$ cat src/rtl/core/assert_macros.svh
// assertion macros shared by the voltage checker rtl
`ifndef ASSERT_MACROS_SVH
`define ASSERT_MACROS_SVH

// same-cycle implication, off while reset is high
`define VCHK_ASSERT_IMPL(lbl, clk, rst, ant, cons) \
   lbl: assert property (@(posedge clk) disable iff (rst) (ant) |-> (cons)) \
      else $error("same-cycle check failed");

// next-cycle implication, off while reset is high
`define VCHK_ASSERT_NEXT(lbl, clk, rst, ant, cons) \
   lbl: assert property (@(posedge clk) disable iff (rst) (ant) |=> (cons)) \
      else $error("next-cycle check failed");

`endif

$ cat src/rtl/core/vchk_pkg.sv
// shared types, codes and the crc byte update for the voltage checker
package vchk_pkg;

   localparam logic [15:0] CRC_SEED   = 16'hFFFF;
   localparam logic [15:0] CRC_POLY   = 16'hA001;
   localparam int unsigned MIN_FRAME  = 5;

   localparam int unsigned CSR_INDEX_W = 2;
   localparam int unsigned CSR_DATA_W  = 16;

   localparam logic [CSR_INDEX_W-1:0] CSR_DEVICE_ADDRESS      = 2'd0;
   localparam logic [CSR_INDEX_W-1:0] CSR_FUNCTION_CODE       = 2'd1;
   localparam logic [CSR_INDEX_W-1:0] CSR_EXPECTED_BYTE_COUNT = 2'd2;
   localparam logic [CSR_INDEX_W-1:0] CSR_DEAD_ZONE           = 2'd3;

   localparam logic [7:0]  RST_DEVICE_ADDRESS      = 8'd1;
   localparam logic [6:0]  RST_FUNCTION_CODE       = 7'd3;
   localparam logic [7:0]  RST_EXPECTED_BYTE_COUNT = 8'd4;
   localparam logic [15:0] RST_DEAD_ZONE           = 16'd20;

   typedef enum logic [2:0] {
      STATUS_OK        = 3'd0,
      STATUS_FAULT     = 3'd1,
      STATUS_CRC_ERR   = 3'd2,
      STATUS_EXCEPTION = 3'd3,
      STATUS_BAD_HDR   = 3'd4
   } vchk_status_type;

   typedef struct packed {
      logic [7:0]  device_address;
      logic [6:0]  function_code;
      logic [7:0]  expected_byte_count;
      logic [15:0] dead_zone;
   } vchk_cfg_type;

   typedef struct packed {
      logic [30:0]     voltage_hundredths;
      vchk_status_type status;
   } vchk_result_type;

   // reflected crc-16, one byte, lsb first
   function automatic logic [15:0] crc_feed(input logic [15:0] crc_in, input logic [7:0] b);
      logic [15:0] crc;
      crc = crc_in ^ {8'h00, b};
      for (int k = 0; k < 8; k++) begin
         if (crc[0]) begin
            crc = (crc >> 1) ^ CRC_POLY;
         end else begin
            crc = crc >> 1;
         end
      end
      return crc;
   endfunction

endpackage

$ cat src/rtl/core/vchk_csr_regs.sv
// configuration registers of the voltage checker
module vchk_csr_regs (
   input  logic                              clock,
   input  logic                              reset,
   input  logic                              csr_valid,
   input  logic [vchk_pkg::CSR_INDEX_W-1:0] csr_index,
   input  logic [vchk_pkg::CSR_DATA_W-1:0]  csr_data,
   output vchk_pkg::vchk_cfg_type            cfg
);
   import vchk_pkg::*;

   vchk_cfg_type cfg_ff;
   vchk_cfg_type cfg_in;

   always_comb begin
      cfg_in = cfg_ff;
      if (csr_valid) begin
         unique case (csr_index)
            CSR_DEVICE_ADDRESS:      cfg_in.device_address      = csr_data[7:0];
            CSR_FUNCTION_CODE:       cfg_in.function_code       = csr_data[6:0];
            CSR_EXPECTED_BYTE_COUNT: cfg_in.expected_byte_count = csr_data[7:0];
            CSR_DEAD_ZONE:           cfg_in.dead_zone           = csr_data[15:0];
         endcase
      end
   end

   always_ff @(posedge clock) begin
      if (reset) begin
         cfg_ff.device_address      <= RST_DEVICE_ADDRESS;
         cfg_ff.function_code       <= RST_FUNCTION_CODE;
         cfg_ff.expected_byte_count <= RST_EXPECTED_BYTE_COUNT;
         cfg_ff.dead_zone           <= RST_DEAD_ZONE;
      end else begin
         cfg_ff <= cfg_in;
      end
   end

   assign cfg = cfg_ff;

endmodule

$ cat src/rtl/core/vchk_frame_track.sv
// per-frame state: crc, header and value capture, end-of-frame status
`include "assert_macros.svh"

module vchk_frame_track #(
   parameter int unsigned MAX_FRAME = 100
) (
   input  logic                      clock,
   input  logic                      reset,
   input  logic                      step_valid,
   input  logic [7:0]                rx_byte,
   input  logic                      frame_end,
   input  logic                      rx_fault,
   input  vchk_pkg::vchk_cfg_type    cfg,
   output vchk_pkg::vchk_result_type result
);
   import vchk_pkg::*;

   localparam int unsigned PW = $clog2(MAX_FRAME + 1);

   logic [PW-1:0] pos_ff, pos_in;
   logic [15:0]   crc_running_ff, crc_running_in;
   logic [15:0]   crc_before_ff, crc_before_in;
   logic [15:0]   last_two_ff, last_two_in;
   logic [23:0]   header_ff, header_in;
   logic [31:0]   value_ff, value_in;
   logic          fault_seen_ff, fault_seen_in;

   logic          byte_taken;
   logic          addr_match;

   always_comb begin
      pos_in         = pos_ff;
      crc_running_in = crc_running_ff;
      crc_before_in  = crc_before_ff;
      last_two_in    = last_two_ff;
      header_in      = header_ff;
      value_in       = value_ff;
      fault_seen_in  = fault_seen_ff | rx_fault;
      byte_taken     = pos_ff < PW'(MAX_FRAME);

      if (byte_taken) begin
         // crc lags one byte so the last two bytes can be left out at frame end
         if (pos_ff != '0) begin
            crc_before_in  = crc_running_ff;
            crc_running_in = crc_feed(crc_running_ff, last_two_ff[15:8]);
         end
         last_two_in = {rx_byte, last_two_ff[15:8]};
         if (pos_ff == PW'(0)) header_in[23:16] = rx_byte;
         if (pos_ff == PW'(1)) header_in[15:8]  = rx_byte;
         if (pos_ff == PW'(2)) header_in[7:0]   = rx_byte;
         if (pos_ff == PW'(3)) value_in[31:24]  = rx_byte;
         if (pos_ff == PW'(4)) value_in[23:16]  = rx_byte;
         if (pos_ff == PW'(5)) value_in[15:8]   = rx_byte;
         if (pos_ff == PW'(6)) value_in[7:0]    = rx_byte;
         pos_in = pos_ff + PW'(1);
      end
   end

   assign addr_match = header_in[23:16] == cfg.device_address;

   always_comb begin
      result.voltage_hundredths = '0;
      if (fault_seen_in || (pos_in < PW'(MIN_FRAME))) begin
         result.status = STATUS_FAULT;
      end else if (crc_before_in != last_two_in) begin
         result.status = STATUS_CRC_ERR;
      end else if (addr_match && (header_in[15:8] == {1'b0, cfg.function_code})
                   && (header_in[7:0] == cfg.expected_byte_count)) begin
         result.status = STATUS_OK;
         // negatives and values under the dead zone read as zero
         if (!value_in[31] && (value_in >= {16'h0000, cfg.dead_zone})) begin
            result.voltage_hundredths = value_in[30:0];
         end
      end else if (addr_match && (header_in[15:8] == {1'b1, cfg.function_code})) begin
         result.status = STATUS_EXCEPTION;
      end else begin
         result.status = STATUS_BAD_HDR;
      end
   end

   always_ff @(posedge clock) begin
      if (reset) begin
         pos_ff         <= '0;
         crc_running_ff <= CRC_SEED;
         crc_before_ff  <= CRC_SEED;
         last_two_ff    <= '0;
         header_ff      <= '0;
         value_ff       <= '0;
         fault_seen_ff  <= 1'b0;
      end else if (step_valid) begin
         value_ff <= value_in;
         if (frame_end) begin
            pos_ff         <= '0;
            crc_running_ff <= CRC_SEED;
            crc_before_ff  <= CRC_SEED;
            last_two_ff    <= '0;
            header_ff      <= '0;
            fault_seen_ff  <= 1'b0;
         end else begin
            pos_ff         <= pos_in;
            crc_running_ff <= crc_running_in;
            crc_before_ff  <= crc_before_in;
            last_two_ff    <= last_two_in;
            header_ff      <= header_in;
            fault_seen_ff  <= fault_seen_in;
         end
      end
   end

   `VCHK_ASSERT_IMPL(a_pos_bounded, clock, reset, 1'b1, pos_ff <= PW'(MAX_FRAME))
   `VCHK_ASSERT_NEXT(a_frame_cleared, clock, reset, step_valid && frame_end,
                     pos_ff == '0 && !fault_seen_ff && crc_running_ff == CRC_SEED)
   `VCHK_ASSERT_NEXT(a_idle_hold, clock, reset, !step_valid, $stable(pos_ff))

endmodule

$ cat src/rtl/core/modbus_reply_voltage_checker_top.sv
// Result: the byte with tlast is held in the input register; when it steps the frame tracker,
// the result register and rsp_tvalid load together.
// Throughput: one byte per cycle; a byte with tlast waits only while the previous result
// is still held in the result register, other bytes never wait on the response side.
// Reset: synchronous, active high; loads the register defaults, clears frame state,
// the held value bytes and both valid flags; no clearing pass is needed.
`include "assert_macros.svh"

module modbus_reply_voltage_checker_top #(
   parameter int unsigned MAX_FRAME = 100
) (
   input  logic                              clock,
   input  logic                              reset,
   // request stream
   input  logic                              req_tvalid,
   output logic                              req_tready,
   input  logic [7:0]                        req_tdata,   // [7:0] rx_byte
   input  logic                              req_tlast,   // frame_end
   input  logic                              req_tuser,   // [0] rx_fault
   // response stream
   output logic                              rsp_tvalid,
   input  logic                              rsp_tready,
   output logic [39:0]                       rsp_tdata,   // [2:0] status, [33:3] voltage_hundredths
   // configuration writes
   input  logic                              csr_valid,
   output logic                              csr_ready,
   input  logic [vchk_pkg::CSR_INDEX_W-1:0] csr_index,
   input  logic [vchk_pkg::CSR_DATA_W-1:0]  csr_data
);
   import vchk_pkg::*;

   logic            in_valid_ff;
   logic [7:0]      in_byte_ff;
   logic            in_last_ff;
   logic            in_fault_ff;
   logic            out_valid_ff, out_valid_in;
   vchk_result_type out_result_ff;

   vchk_cfg_type    cfg;
   vchk_result_type result;
   logic            out_free;
   logic            step;

   assign csr_ready = 1'b1;

   vchk_csr_regs u_csr (
      .clock     (clock),
      .reset     (reset),
      .csr_valid (csr_valid),
      .csr_index (csr_index),
      .csr_data  (csr_data),
      .cfg       (cfg)
   );

   // a byte without tlast never waits on the response side
   assign out_free   = !out_valid_ff || rsp_tready;
   assign step       = in_valid_ff && (!in_last_ff || out_free);
   assign req_tready = !in_valid_ff || step;

   vchk_frame_track #(
      .MAX_FRAME (MAX_FRAME)
   ) u_frame (
      .clock      (clock),
      .reset      (reset),
      .step_valid (step),
      .rx_byte    (in_byte_ff),
      .frame_end  (in_last_ff),
      .rx_fault   (in_fault_ff),
      .cfg        (cfg),
      .result     (result)
   );

   always_comb begin
      out_valid_in = out_valid_ff;
      if (step && in_last_ff) begin
         out_valid_in = 1'b1;
      end else if (rsp_tready) begin
         out_valid_in = 1'b0;
      end
   end

   always_ff @(posedge clock) begin
      if (reset) begin
         in_valid_ff  <= 1'b0;
         out_valid_ff <= 1'b0;
      end else begin
         if (req_tready) begin
            in_valid_ff <= req_tvalid;
         end
         out_valid_ff <= out_valid_in;
      end
   end

   always_ff @(posedge clock) begin
      if (req_tready) begin
         in_byte_ff  <= req_tdata;
         in_last_ff  <= req_tlast;
         in_fault_ff <= req_tuser;
      end
      if (step && in_last_ff) begin
         out_result_ff <= result;
      end
   end

   assign rsp_tvalid = out_valid_ff;
   assign rsp_tdata  = {6'b000000, out_result_ff};

   `VCHK_ASSERT_NEXT(a_result_loaded, clock, reset, step && in_last_ff, rsp_tvalid)
   `VCHK_ASSERT_IMPL(a_volts_only_ok, clock, reset,
                     rsp_tvalid && (out_result_ff.voltage_hundredths != '0),
                     out_result_ff.status == STATUS_OK)
   `VCHK_ASSERT_IMPL(a_no_overwrite, clock, reset, step && in_last_ff,
                     !rsp_tvalid || rsp_tready)

endmodule

$ cat config.mk
export PLATFORM = sky130hd
export DESIGN_NAME = modbus_reply_voltage_checker_top
export DESIGN_NICKNAME = d
export VERILOG_FILES = /design/src/rtl/core/vchk_pkg.sv /design/src/rtl/core/vchk_csr_regs.sv /design/src/rtl/core/vchk_frame_track.sv /design/src/rtl/core/modbus_reply_voltage_checker_top.sv
export VERILOG_INCLUDE_DIRS = /design/src /design/src/rtl/core
export SDC_FILE = /design/constraint.sdc
export NUM_CORES = 1
export LEC_CHECK = 0
export CAP_MARGIN = 20
export CORE_AREA = 5 5 135 137
export CTS_BUF_LIST = sky130_fd_sc_hd__clkbuf_2
export DETAILED_ROUTE_END_ITERATION = 7
export DIE_AREA = 0 0 140 142
export DONT_BUFFER_PORTS = 1
export PLACE_DENSITY_LB_ADDON = 0.2
export SETUP_SLACK_MARGIN = 0.05
export SYNTH_ARGS = -nofsm -noshare
export SYNTH_HDL_FRONTEND = slang
export SYNTH_SLANG_ARGS = --single-unit
$ cat constraint.sdc
create_clock -name clock -period 4.1 [get_ports clock]
set_clock_uncertainty 0.15 [all_clocks]
set_input_delay 0 -clock clock [delete_from_list [all_inputs] [get_ports clock]]
set_output_delay 0 -clock clock [all_outputs]
set_load 0.005 [all_outputs]
==> impl_metrics.env <==
export IMPL_cts_buffer_depth=2
export IMPL_grt_overflow=0
export IMPL_setup_tns_ns=0
export IMPL_tritoncts_num_buffers=17
export IMPL_tightestPinTransition_ns=0.900
export IMPL_pre_cts_ws_ns=0.282
export IMPL_worst_slack_ns=0.324
export IMPL_io_buffer_count=0
export IMPL_drt_pass1_iterations=6
export IMPL_grt_pass1_wl_microns=43900
export IMPL_synth_top_area_frac=0.310
export IMPL_fmax_ghz=0.265
export IMPL_grt_use_total=0.275
export IMPL_nNetsFinal=1239
export IMPL_cts_setup_buffers=0
export IMPL_die_w_microns=140
export IMPL_dpl_cell_area_sq_um=9970
export IMPL_maxSlewViolCount=0
export IMPL_fin_crit_sh=0.921
export IMPL_hold_viol_final=0
export IMPL_cp_max_fo=16
export IMPL_syn2layout_area_growth_pct=13.2
export IMPL_power_density_nw_per_um2=328
export IMPL_drive_above_1_share=0.0834
export IMPL_p_leak_nw=4.41
export IMPL_drt_vias_per_instance=6.14
export IMPL_io_pin_count=76
export IMPL_holdCritPathClass="in -> reg"
export IMPL_netlist_area_sq_um=9890
export IMPL_switching_share=0.281
export IMPL_synth_most_common_cell="dfxtp_1"
export IMPL_drc=0
export IMPL_drt_iter0_markers=930
export IMPL_synth_area_per_cell_sq_um=8.66
export IMPL_wl_per_cell_microns=19.3
export IMPL_cts_tree="built"
export IMPL_crit_type="reg -> reg"
export IMPL_maxCapViolations=0
export IMPL_gp_congestion=0.900
export IMPL_drt_wl_total_microns=27500
export IMPL_start_util=0.584
export IMPL_num_rows=48
export IMPL_synth_common_cells="dfxtp_1, nor2_1, nand2_1"
export IMPL_final_area_sq_um=11200
export IMPL_root_buffer="clkbuf_2"
export IMPL_die_h_microns=142
export IMPL_dieArea_sq_um=19900
export IMPL_p_int_mw=2.65
export IMPL_yosys_warnings=0
export IMPL_vias=8748
export IMPL_arrival_ns=4.26
export IMPL_cts_sinks=197
export IMPL_worstPathRequired_ns=4.58
export IMPL_worst_setup_path_end_kind="flip-flop"
export IMPL_grt_start_max_net_pins=126
export IMPL_combPwrFrac=0.123
export IMPL_htreeDepth=4
export IMPL_p_sw_mw=1.03
export IMPL_core_area_sq_um=16900
export IMPL_async_flop_share=0
export IMPL_status="finished, final reports clean"
export IMPL_synth_edff_count=44
export IMPL_finalCriticalPeriod_ns=3.78
export IMPL_p_clk_frac=0.308
export IMPL_dp_hpwl_microns=17500
export IMPL_synth_largest_area_cell="dfxtp_1"
export IMPL_cp_start_kind="flip-flop"
export IMPL_clock_latency_ns=0.82
export IMPL_seqPwrFrac=0.569
export IMPL_first_global_vias=8101
export IMPL_irDropWorstVdd_mv=0.209
export IMPL_synth_cell_types=70
export IMPL_synth_flop_cell="dfxtp_1"
export IMPL_relSlewSlack=0.400
export IMPL_setup_violations=0
export IMPL_rsz0062_at_grt="false"
export IMPL_clk_pin_slew_ns=0.31
export IMPL_seq_area_frac_synth=0.443
export IMPL_worst_hold_slack_ns=0.0864
export IMPL_antenna_found_initial=1
export IMPL_synth_cells=1142
export IMPL_ant_nets=0
export IMPL_ys_ff_latch=197
export IMPL_synthTopCellsByArea="dfxtp_1, edfxtp_1, nor2_1"
export IMPL_post_route_util=0.661
[final timing paths]
kind / start / end / slack, ns / cells past startpoint
worst max-delay path: u_frame.pos_ff[3] / rsp_tdata[5] / 0.32 / 12
worst min-delay path: csr_valid / u_csr.cfg[31] / 0.09 / 5
worst max register to register: u_frame.pos_ff[3] / rsp_tdata[5] / 0.32 / 12
worst min register to register: u_csr.cfg[1] / u_csr.cfg[1] / 0.33 / 2
[repair_timing]
item                       4_1_cts  5_1_grt
setup endpoints to repair        0       16
gates resized for setup          0        3
hold buffers                    90        0
hold endpoints to repair       173        0
[sequential cells by signal, indices dropped and copies added (netlist names)]
signal	cells
u_csr.cfg	39
rsp_tdata	34
u_frame.value_ff	32
u_frame.header_ff	24
u_frame.crc_before_ff	16
u_frame.crc_running_ff	16
u_frame.last_two_ff	16
in_byte_ff	8
u_frame.pos_ff	7
in_fault_ff	1
in_last_ff	1
in_valid_ff	1
rsp_tvalid	1
u_frame.fault_seen_ff	1
[cell usage in the layout, fill, tap and decap left out, drive strengths merged, types with 5 or more instances in the layout]
cell type / count
xor2: 21
dfxtp: 153
a211oi: 22
or3: 10
nand3: 30
buf: 26
inv: 63
o21ai: 17
dlygate4sd3: 89
a22o: 5
nand2: 129
o211ai: 16
a22oi: 42
a21oi: 92
edfxtp: 44
or2: 12
o22ai: 15
o32a: 6
nand4: 9
a31oi: 8
and3: 8
ha: 20
nor3: 24
nor2: 150
xnor2: 24
nor4: 25
clkbuf: 17
mux2i: 29
conb: 7
nand2b: 7
nor2b: 9
[metal layers]
metal,share of wire,wire [microns],GRT usage
met5,0,0,0
met4,0.031,863,0.0994
met3,0.067,1830,0.0534
met2,0.46,12600,0.426
met1,0.44,12200,0.386
[metrics by stage]
stage | total power, mW | instances
floorplan | 2.40 | 1147
global placement | 2.47 | 1301
detailed placement | 2.48 | 1302
CTS | 3.67 | 1424
global route | 3.83 | 1425
finish | 3.68 | 1425
[cell type report]
class                   count  area, sq um
fillers                  1408         5740
multi-input cells         799         4920
flip-flops and latches    197         4380
repair buffers            115         1110
well taps                 225          282
clock inverters            15          211
inverters                  56          210
clock buffers              17         85.1
diodes                      1         2.50
[kinds of logic (layout without fill, tap and decap cells)]
group	Yosys count	in the layout	share of synthesized area
flops	197	197	0.443
xor+xnor	46	46	0.0421
simple gates	425	425	0.209
mux	33	33	0.0339
other cells	2	8	0.000759
buf+inv	151	203	0.0632
compound gates	268	268	0.183
fa+ha+maj	20	20	0.0253
[power groups by stage]
stage | sequential (mW) | combinational, mW | clock [mW]
floorplan | 2.09 | 0.306 | 0
global placement | 2.13 | 0.348 | 0
detailed placement | 2.13 | 0.352 | 0
CTS | 2.09 | 0.439 | 1.14
global route | 2.10 | 0.492 | 1.23
finish | 2.09 | 0.451 | 1.13
[critical path, stage by stage, from the launching register on]
cell and delay (ns):
dfxtp_1 0.55, nor3_4 0.47, nand3_2 0.35, a21oi_1 0.40, inv_1 0.10, ha_1 0.31, nand4_1 0.17, nor4_1 0.41
o31ai_1 0.12, nand4_1 0.12, nor3_2 0.05, buf_4 0.22, nor4_1 0.19
(Power assumes the default switching activity.)
